===== src/rtl/amd_pkg.sv =====
// Shared types and constants for the AVI movi chunk demultiplexer.
// No dependencies; imported by every module of the block.
package amd_pkg;

    // Chunk ids as they read little-endian from the stream
    localparam logic [31:0] ID_VIDEO = 32'h6364_3030;  // '00dc'
    localparam logic [31:0] ID_AUDIO = 32'h6277_3130;  // '01wb', skipped like any other id
    localparam logic [31:0] ID_INDEX = 32'h3178_6469;  // 'idx1'

    localparam logic [31:0] DEFAULT_MAX_FRAME = 32'd65536;

    // Configuration register indexes
    localparam int          CFG_IDX_W       = 2;
    localparam logic [1:0]  CFG_MOVI_SIZE   = 2'd0;
    localparam logic [1:0]  CFG_MAX_FRAME   = 2'd1;

    typedef enum logic [1:0] {
        PH_HEADER = 2'd0,
        PH_BODY   = 2'd1,
        PH_PAD    = 2'd2,
        PH_ENDED  = 2'd3
    } phase_t;

    typedef enum logic {
        CLS_DELIVER = 1'b0,
        CLS_SKIP    = 1'b1
    } chunk_class_t;

    typedef enum logic [1:0] {
        KIND_VIDEO     = 2'd0,
        KIND_DROP      = 2'd1,
        KIND_END_INDEX = 2'd2,
        KIND_END_SIZE  = 2'd3
    } kind_t;

    typedef enum logic {
        FUNC_DATA    = 1'b0,
        FUNC_RESTART = 1'b1
    } func_t;

    // One input transaction
    typedef struct packed {
        func_t      func;
        logic [7:0] data_byte;
    } item_t;

    // One result transaction
    typedef struct packed {
        kind_t       kind;
        logic [7:0]  payload_byte;
        logic        last_of_frame;
        logic [31:0] frame_number;
    } result_t;

endpackage


===== src/rtl/amd_in_reg.sv =====
// Input register stage of the movi demultiplexer.
// Depends on amd_pkg for the item type.
module amd_in_reg
    import amd_pkg::*;
(
    input  logic  aclk,
    input  logic  aresetn,
    input  logic  in_valid,
    output logic  in_ready,
    input  item_t in_item,
    input  logic  down_ready,
    output logic  item_valid,
    output item_t item
);

    logic  valid_reg;
    item_t item_reg;

    // Refill whenever the held item moves on or the stage is empty
    assign in_ready   = !valid_reg || down_ready;
    assign item_valid = valid_reg;
    assign item       = item_reg;

    always_ff @(posedge aclk) begin
        if (!aresetn) begin
            valid_reg <= 1'b0;
        end else if (in_ready) begin
            valid_reg <= in_valid;
        end
    end

    always_ff @(posedge aclk) begin
        if (in_ready && in_valid) begin
            item_reg <= in_item;
        end
    end

endmodule


===== src/rtl/amd_core.sv =====
// Chunk parser: header assembly, chunk classification, payload and pad
// tracking, offset accounting and the configuration registers. Uses amd_pkg.
module amd_core
    import amd_pkg::*;
(
    input  logic                 aclk,
    input  logic                 aresetn,
    input  logic                 cfg_we,
    input  logic [CFG_IDX_W-1:0] cfg_idx,
    input  logic [31:0]          cfg_wdata,
    input  logic                 step,       // item consumed this cycle
    input  item_t                item,
    output logic                 res_valid,
    output result_t              res
);

    // Configuration
    logic [31:0] movi_size_reg;
    logic [31:0] max_frame_reg;

    // Parser state
    phase_t       phase_reg, phase_next;
    logic [63:0]  shift_reg, shift_next;
    logic [2:0]   hcount_reg, hcount_next;
    logic [31:0]  left_reg, left_next;
    chunk_class_t class_reg, class_next;
    logic         pad_reg, pad_next;
    logic [31:0]  offset_reg, offset_next;
    logic [31:0]  frames_reg, frames_next;

    // Decode of the current byte
    logic        restart;
    logic        end_size;
    logic        hdr_done;
    logic [63:0] hdr_full;
    logic [31:0] hdr_id;
    logic [31:0] hdr_size;
    logic        size_zero;
    logic        is_index;
    logic        is_video;
    logic        fits;
    logic [31:0] left_dec;
    logic        body_last;
    logic [31:0] off_hdr;
    logic [31:0] off_chunk;
    logic [32:0] sum_hdr;
    logic [33:0] sum_chunk;

    // Configuration writes; indexes past the list fall through
    always_ff @(posedge aclk) begin
        if (!aresetn) begin
            movi_size_reg <= '0;
            max_frame_reg <= DEFAULT_MAX_FRAME;
        end else if (cfg_we) begin
            unique case (cfg_idx)
                CFG_MOVI_SIZE: movi_size_reg <= cfg_wdata;
                CFG_MAX_FRAME: max_frame_reg <= cfg_wdata;
                default: ;
            endcase
        end
    end

    // Shared decode
    always_comb begin
        restart   = (item.func == FUNC_RESTART);
        end_size  = (hcount_reg == 3'd0) &&
                    ({1'b0, offset_reg} + 33'd8 > {1'b0, movi_size_reg});
        hdr_full  = {item.data_byte, shift_reg[63:8]};
        hdr_id    = hdr_full[31:0];
        hdr_size  = hdr_full[63:32];
        hdr_done  = !end_size && (hcount_reg == 3'd7);
        size_zero = (hdr_size == 32'd0);
        is_index  = (hdr_id == ID_INDEX);
        is_video  = (hdr_id == ID_VIDEO);
        fits      = (hdr_size <= max_frame_reg);
        left_dec  = (left_reg != 32'd0) ? left_reg - 32'd1 : 32'd0;
        body_last = (left_dec == 32'd0);
        // Saturating offset: header only, and header plus payload and pad
        sum_hdr   = {1'b0, offset_reg} + 33'd8;
        off_hdr   = sum_hdr[32] ? 32'hFFFF_FFFF : sum_hdr[31:0];
        sum_chunk = {2'b00, offset_reg} + 34'd8 + {2'b00, hdr_size} +
                    {33'd0, hdr_size[0]};
        off_chunk = (sum_chunk[33:32] != 2'b00) ? 32'hFFFF_FFFF : sum_chunk[31:0];
    end

    // Next phase
    always_comb begin
        phase_next = phase_reg;
        if (restart) begin
            phase_next = PH_HEADER;
        end else begin
            unique case (phase_reg)
                PH_HEADER: begin
                    if (end_size) begin
                        phase_next = PH_ENDED;
                    end else if (hdr_done && !size_zero) begin
                        phase_next = is_index ? PH_ENDED : PH_BODY;
                    end
                end
                PH_BODY: begin
                    if (body_last) begin
                        phase_next = pad_reg ? PH_PAD : PH_HEADER;
                    end
                end
                PH_PAD:   phase_next = PH_HEADER;
                PH_ENDED: phase_next = PH_ENDED;
                default:  phase_next = PH_HEADER;
            endcase
        end
    end

    // Datapath state and result
    always_comb begin
        shift_next  = shift_reg;
        hcount_next = hcount_reg;
        left_next   = left_reg;
        class_next  = class_reg;
        pad_next    = pad_reg;
        offset_next = offset_reg;
        frames_next = frames_reg;
        res_valid   = 1'b0;
        res.kind          = KIND_VIDEO;
        res.payload_byte  = 8'd0;
        res.last_of_frame = 1'b0;
        res.frame_number  = frames_reg;

        if (restart) begin
            shift_next  = '0;
            hcount_next = '0;
            left_next   = '0;
            class_next  = CLS_DELIVER;
            pad_next    = 1'b0;
            offset_next = '0;
            frames_next = '0;
        end else begin
            case (phase_reg)
                PH_HEADER: begin
                    if (end_size) begin
                        res_valid = 1'b1;
                        res.kind  = KIND_END_SIZE;
                    end else begin
                        shift_next  = hdr_full;
                        hcount_next = hcount_reg + 3'd1;
                        if (hdr_done) begin
                            if (size_zero) begin
                                offset_next = off_hdr;
                            end else if (is_index) begin
                                offset_next = off_hdr;
                                res_valid   = 1'b1;
                                res.kind    = KIND_END_INDEX;
                            end else begin
                                left_next   = hdr_size;
                                pad_next    = hdr_size[0];
                                offset_next = off_chunk;
                                class_next  = (is_video && fits) ? CLS_DELIVER : CLS_SKIP;
                                if (is_video && !fits) begin
                                    res_valid = 1'b1;
                                    res.kind  = KIND_DROP;
                                end
                            end
                        end
                    end
                end
                PH_BODY: begin
                    left_next = left_dec;
                    if (class_reg == CLS_DELIVER) begin
                        res_valid         = 1'b1;
                        res.payload_byte  = item.data_byte;
                        res.last_of_frame = body_last;
                        if (body_last) begin
                            frames_next = frames_reg + 32'd1;
                        end
                    end
                end
                PH_PAD:  pad_next = 1'b0;
                default: ;
            endcase
        end
    end

    always_ff @(posedge aclk) begin
        if (!aresetn) begin
            phase_reg  <= PH_HEADER;
            shift_reg  <= '0;
            hcount_reg <= '0;
            left_reg   <= '0;
            class_reg  <= CLS_DELIVER;
            pad_reg    <= 1'b0;
            offset_reg <= '0;
            frames_reg <= '0;
        end else if (step) begin
            phase_reg  <= phase_next;
            shift_reg  <= shift_next;
            hcount_reg <= hcount_next;
            left_reg   <= left_next;
            class_reg  <= class_next;
            pad_reg    <= pad_next;
            offset_reg <= offset_next;
            frames_reg <= frames_next;
        end
    end

    // Frame count moves only on the last byte of a delivered frame or a restart
    a_frames: assert property (@(posedge aclk) disable iff (!aresetn)
        (frames_reg != $past(frames_reg)) && $past(aresetn) |->
            $past(step) && ($past(restart) || ($past(res_valid) && $past(res.last_of_frame))))
        else $error("frame count changed outside a frame end");

    // An ended stream stays ended until a restart
    a_ended: assert property (@(posedge aclk) disable iff (!aresetn)
        step && phase_reg == PH_ENDED && !restart |=> phase_reg == PH_ENDED)
        else $error("left ended phase without restart");

    // Payload bytes are only produced from the body phase
    a_video_src: assert property (@(posedge aclk) disable iff (!aresetn)
        res_valid && res.kind == KIND_VIDEO |-> phase_reg == PH_BODY)
        else $error("video byte outside payload phase");

    // Header count is cleared whenever a chunk body begins
    a_hdr_clear: assert property (@(posedge aclk) disable iff (!aresetn)
        phase_reg == PH_BODY |-> hcount_reg == 3'd0)
        else $error("header count not cleared in payload phase");

endmodule


===== src/rtl/amd_out_buf.sv =====
// Two-entry result buffer: decouples the parser from output backpressure
// so one transaction can be taken every cycle while the output accepts. Uses amd_pkg for result_t.
module amd_out_buf
    import amd_pkg::*;
(
    input  logic    aclk,
    input  logic    aresetn,
    input  logic    push,
    input  result_t push_data,
    output logic    has_room,
    output logic    out_valid,
    input  logic    out_ready,
    output result_t out_data
);

    result_t    mem_reg [2];
    logic       wptr_reg;
    logic       rptr_reg;
    logic [1:0] count_reg;
    logic       pop;

    assign has_room  = (count_reg != 2'd2);
    assign out_valid = (count_reg != 2'd0);
    assign out_data  = mem_reg[rptr_reg];
    assign pop       = out_valid && out_ready;

    always_ff @(posedge aclk) begin
        if (push) begin
            mem_reg[wptr_reg] <= push_data;
        end
    end

    // Pointers and fill level
    always_ff @(posedge aclk) begin
        if (!aresetn) begin
            wptr_reg  <= 1'b0;
            rptr_reg  <= 1'b0;
            count_reg <= 2'd0;
        end else begin
            if (push) wptr_reg <= !wptr_reg;
            if (pop)  rptr_reg <= !rptr_reg;
            count_reg <= count_reg + {1'b0, push} - {1'b0, pop};
        end
    end

    a_no_overflow: assert property (@(posedge aclk) disable iff (!aresetn)
        push |-> has_room)
        else $error("result pushed into full buffer");

    a_count_range: assert property (@(posedge aclk) disable iff (!aresetn)
        count_reg != 2'd3)
        else $error("buffer count out of range");

    a_ptr_match: assert property (@(posedge aclk) disable iff (!aresetn)
        (count_reg == 2'd0 || count_reg == 2'd2) |-> wptr_reg == rptr_reg)
        else $error("pointers disagree with fill level");

endmodule


===== src/rtl/avi_movi_chunk_demux_top.sv =====
// An accepted input transaction is held in the input register; its result is
// registered in the two-entry result buffer, which drives m_*. Throughput: one
// input byte per cycle while the buffer has room, set by the single parser pass.
// Reset: aresetn synchronous, active low; clears parser state, sets
// movi_size to 0 and max_frame_bytes to 65536, empties both stages.
// Top level of the AVI movi chunk demultiplexer; depends on amd_pkg,
// amd_in_reg, amd_core and amd_out_buf.
module avi_movi_chunk_demux_top
    import amd_pkg::*;
(
    input  logic                 aclk,
    input  logic                 aresetn,
    // configuration write channel
    input  logic                 cfg_valid,
    output logic                 cfg_ready,
    input  logic [CFG_IDX_W-1:0] cfg_index,
    input  logic [31:0]          cfg_data,
    // input stream
    input  logic                 s_tvalid,
    output logic                 s_tready,
    input  logic [7:0]           s_tdata,   // [7:0] data_byte
    input  logic                 s_tuser,   // [0] func
    // result stream
    output logic                 m_tvalid,
    input  logic                 m_tready,
    output logic [39:0]          m_tdata,   // [7:0] payload_byte, [39:8] frame_number
    output logic                 m_tlast,   // last_of_frame
    output logic [1:0]           m_tuser    // [1:0] kind
);

    item_t   in_item;
    item_t   item;
    logic    item_valid;
    logic    has_room;
    logic    step;
    logic    res_valid;
    result_t res;
    result_t out_res;

    assign cfg_ready = 1'b1;

    assign in_item.func      = func_t'(s_tuser);
    assign in_item.data_byte = s_tdata;

    amd_in_reg u_in_reg (
        .aclk       (aclk),
        .aresetn    (aresetn),
        .in_valid   (s_tvalid),
        .in_ready   (s_tready),
        .in_item    (in_item),
        .down_ready (has_room),
        .item_valid (item_valid),
        .item       (item)
    );

    assign step = item_valid && has_room;

    amd_core u_core (
        .aclk      (aclk),
        .aresetn   (aresetn),
        .cfg_we    (cfg_valid && cfg_ready),
        .cfg_idx   (cfg_index),
        .cfg_wdata (cfg_data),
        .step      (step),
        .item      (item),
        .res_valid (res_valid),
        .res       (res)
    );

    amd_out_buf u_out_buf (
        .aclk      (aclk),
        .aresetn   (aresetn),
        .push      (step && res_valid),
        .push_data (res),
        .has_room  (has_room),
        .out_valid (m_tvalid),
        .out_ready (m_tready),
        .out_data  (out_res)
    );

    assign m_tdata = {out_res.frame_number, out_res.payload_byte};
    assign m_tlast = out_res.last_of_frame;
    assign m_tuser = out_res.kind;

endmodule

===== config.mk =====
export PLATFORM = sky130hd
export DESIGN_NAME = avi_movi_chunk_demux_top
export DESIGN_NICKNAME = d
export VERILOG_FILES = /design/src/rtl/amd_pkg.sv /design/src/rtl/amd_in_reg.sv /design/src/rtl/amd_core.sv /design/src/rtl/amd_out_buf.sv /design/src/rtl/avi_movi_chunk_demux_top.sv
export SDC_FILE = /design/constraint.sdc
export NUM_CORES = 1
export LEC_CHECK = 0
export ABC_CLOCK_PERIOD_IN_PS = 8000
export BUFFER_PORTS_ARGS = -buffer_cell sky130_fd_sc_hd__buf_2
export CAP_MARGIN = 10
export CORE_MARGIN = 2
export CORE_UTILIZATION = 40
export CTS_CLUSTER_DIAMETER = 80
export DETAILED_ROUTE_END_ITERATION = 12
export MAX_ROUTING_LAYER = met4
export SLEW_MARGIN = 20
export SYNTH_ARGS = -nofsm -noshare
export SYNTH_HDL_FRONTEND = slang
export SYNTH_SLANG_ARGS = --single-unit
export TNS_END_PERCENT = 20

===== constraint.sdc =====
create_clock -name aclk -period 8 [get_ports aclk]
set_input_delay 0.8 -clock aclk [delete_from_list [all_inputs] [get_ports aclk]]
set_output_delay 0.8 -clock aclk [all_outputs]
set_load 0.01 [all_outputs]

==> metrics.csv <==
metric;value;unit
setup_tns;0;ps
final_cells;2691;
p_per_area;195;nW/µm²
placement.io_buffers;92;
combPwrFrac;0.122;
setup_slack;2200;ps
routed_wl;54500;µm
cp_top_family;simple AND/OR/NAND/NOR gates;
synth_compound_area_frac;0.196;
antenna_found_initial;1;
synth-simple-area-share;0.198;
peakVddDrop;156;µV
synth_top_family_by_area;simple AND/OR/NAND/NOR gates;
netlist_instances;2026;
grt_pass1_vias;14800;
p_seq_frac;0.446;
synth-adder-area-share;0.0767;
max_freq;0.173;GHz
dp_hpwl;38000;µm
path_max_fanout;60;
cts_hold_buf;0;
vias;15600;
cts_setup_buffers;0;
placedCellCount;2623;
synth-seq-cells;324;
n_antenna_cell;0;
async_flop_share;0;
final_core_util;0.453;
synth_area;18400;µm²
final-hold-violation-count;0;
synth_most_common_cell;nand2_1;
synthTopCellsByArea;dfxtp_1 (25%), edfxtp_1 (16%), ha_1 (7.6%);
routabilityCongestion;0.930;
endpoint_kind;flip-flop;
drive_gt1_frac;0.121;
p_int;2.93;mW
setup_viol;0;
p_clk_frac;0.432;
yosysTopAreaCellShare;0.250;
drc;0;
slew_headroom;0.276;
cpMaxStageDelayCell;nor4_1;
die_area;47700;µm²
grt_max_degree;127;
ant_nets;0;
insertion_delay;570;ps
first_iter_violations;1455;
initial_utilization;0.405;
cts.sinks;324;
synth-xor-area-share;0.0458;
io-pin-count;94;
holdCritPathClass;in -> reg;
core-area;45400;µm²
worst_setup_path_start_kind;flip-flop;
grt_use_total;0.234;
rsz0062_at_grt;no;
fin_nets;2223;
crit_path_cell_trace;and4_1, and3_1, nand3_1, nor3_1, nand3_1, xor2_1, inv_1, ha_1, nand4_1, nor4_1, or3b_2, a31o_2, and3_2, buf_4, o21ai_4, buf_4, nand2_1, a21boi_0;
wl_per_cell;20.2;µm
viasPerCell;5.82;
synth-main-ff-cell;dfxtp_1;
syn2layout_area_growth;11.9;%
synth_area_leader_cell;dfxtp_1;
synth_nets;2186;
largest_reg_flops;86;
required;8480;ps
clk_pin_slew;60;ps
clock_path_buffers;3;
firstDrtPassIters;5;
status;finished, final reports clean;
period_share;0.725;
maxSlewViolCount;0;
skew;17.5;ps
timing.max_cap.violations;0;
rows;78;
die_x;218;µm
yosys_warnings;0;
synth_edf_count;95;
path_buf_inv;3;
cts_made_buffers;38;
overflow;0;
worst_pin_slew;1090;ps
slowest_delay;670;ps
switching_share;0.271;
p_total;4.01;mW
yosysSeqAreaShare;0.405;
p_sw;1.09;mW
leakage;7.99;nW
arrival;6270;ps
h-tree-depth;2;
synthTopCellsByCount;nand2_1 (268), dfxtp_1 (229), inv_1 (129);
syn_avg_cell_area;9.07;µm²
synthMuxAreaShare;0.0280;
ctsResizeCount;0;
cts_tree;built;
fin_crit;5800;ps
place_ws;2270;ps
cts-root-buf;clkbuf_16;
fp.dieH;218;µm
critPathKind;reg -> reg;
grt_pass1_wl;84500;µm
ys_types;81;
==> path summary, 6_finish.rpt <==
check	startpoint	endpoint	slack [ps]	cells after the start
max	u_core.offset_reg[13]$_SDFFE_PN0P_	u_core.shift_reg[43]$_SDFFE_PN0P_	2200	18
min	s_tdata[5]	u_in_reg.item[5]$_DFFE_PP_	420	1
max reg2reg	u_core.offset_reg[13]$_SDFFE_PN0P_	u_core.shift_reg[43]$_SDFFE_PN0P_	2200	18
min reg2reg	u_core.max_frame_reg[5]$_SDFFE_PN0P_	u_core.max_frame_reg[5]$_SDFFE_PN0P_	460	2
==> layer usage <==
metal,track usage,part of all wire,up-vias
met5,-,0,-
met4,0.0964,0.039,0
met1,0.315,0.46,7470
met2,0.353,0.44,586
li1,-,-,7471
met3,0.0322,0.069,122
==> worst reg2reg max path: stages, from the launching register on <==
cell and delay [ps]:
dfxtp_1 410, and4_1 300, and3_1 230, nand3_1 110, nor3_1 380, nand3_1 160
xor2_1 190, inv_1 100, ha_1 290, nand4_1 150, nor4_1 670, or3b_2 490
a31o_2 280, and3_2 200, buf_4 310, o21ai_4 660, buf_4 460, nand2_1 100
a21boi_0 190
==> cells in the final DEF, fill, tap and decap left out, types with 27 or more instances in the layout <==
| cell | Yosys | layout |
|---|---|---|
| a21boi_0 | 124 | 124 |
| a21o_1 | 60 | 60 |
| a21oi_1 | 84 | 84 |
| a221oi_1 | 27 | 27 |
| buf_2 | 2 | 91 |
| clkbuf_16 | 0 | 38 |
| dfxtp_1 | 229 | 228 |
| edfxtp_1 | 95 | 95 |
| ha_1 | 111 | 111 |
| inv_1 | 129 | 127 |
| mux2_2 | 43 | 43 |
| nand2_1 | 268 | 268 |
| nand3_1 | 42 | 42 |
| nand4_1 | 107 | 107 |
| nor2_1 | 71 | 69 |
| nor3_1 | 36 | 36 |
| o21ai_0 | 39 | 39 |
| xnor2_1 | 60 | 60 |
| xor2_1 | 36 | 36 |
==> power groups by stage <==
stage / registers [mW] / clock network, mW / logic, mW
2_1_floorplan: 1.77 / 0 / 0.353
3_3_place_gp: 1.82 / 0 / 0.482
3_5_place_dp: 1.82 / 0 / 0.487
4_1_cts: 1.79 / 1.77 / 0.490
5_1_grt: 1.80 / 1.83 / 0.534
6_report: 1.79 / 1.73 / 0.490
==> kinds of logic after synthesis <==
kind of cell / after synthesis
DFF: 324
AOI/OAI and AO/OA: 498
and+or+nand+nor: 707
muxes: 46
other: 1
xor gates and xnor gates: 96
adders and majority gates: 112
buffers and inverters: 242
==> per-stage QoR <==
step,instance area [µm²],hold WS [ps]
CTS,20600,394
detailed placement,19300,460
floorplan,18400,433
finish,20600,419
global route,20600,405
global placement,19300,458
==> cell type report <==
type	count	area (µm²)
clock buffer	49	1020
clock inverter	19	208
fill	4443	24800
inverter	130	489
multi-input combinational	1460	10100
sequential	324	7440
tap	600	751
timing repair buffer	109	591
Power figures use the tool's default switching activity.
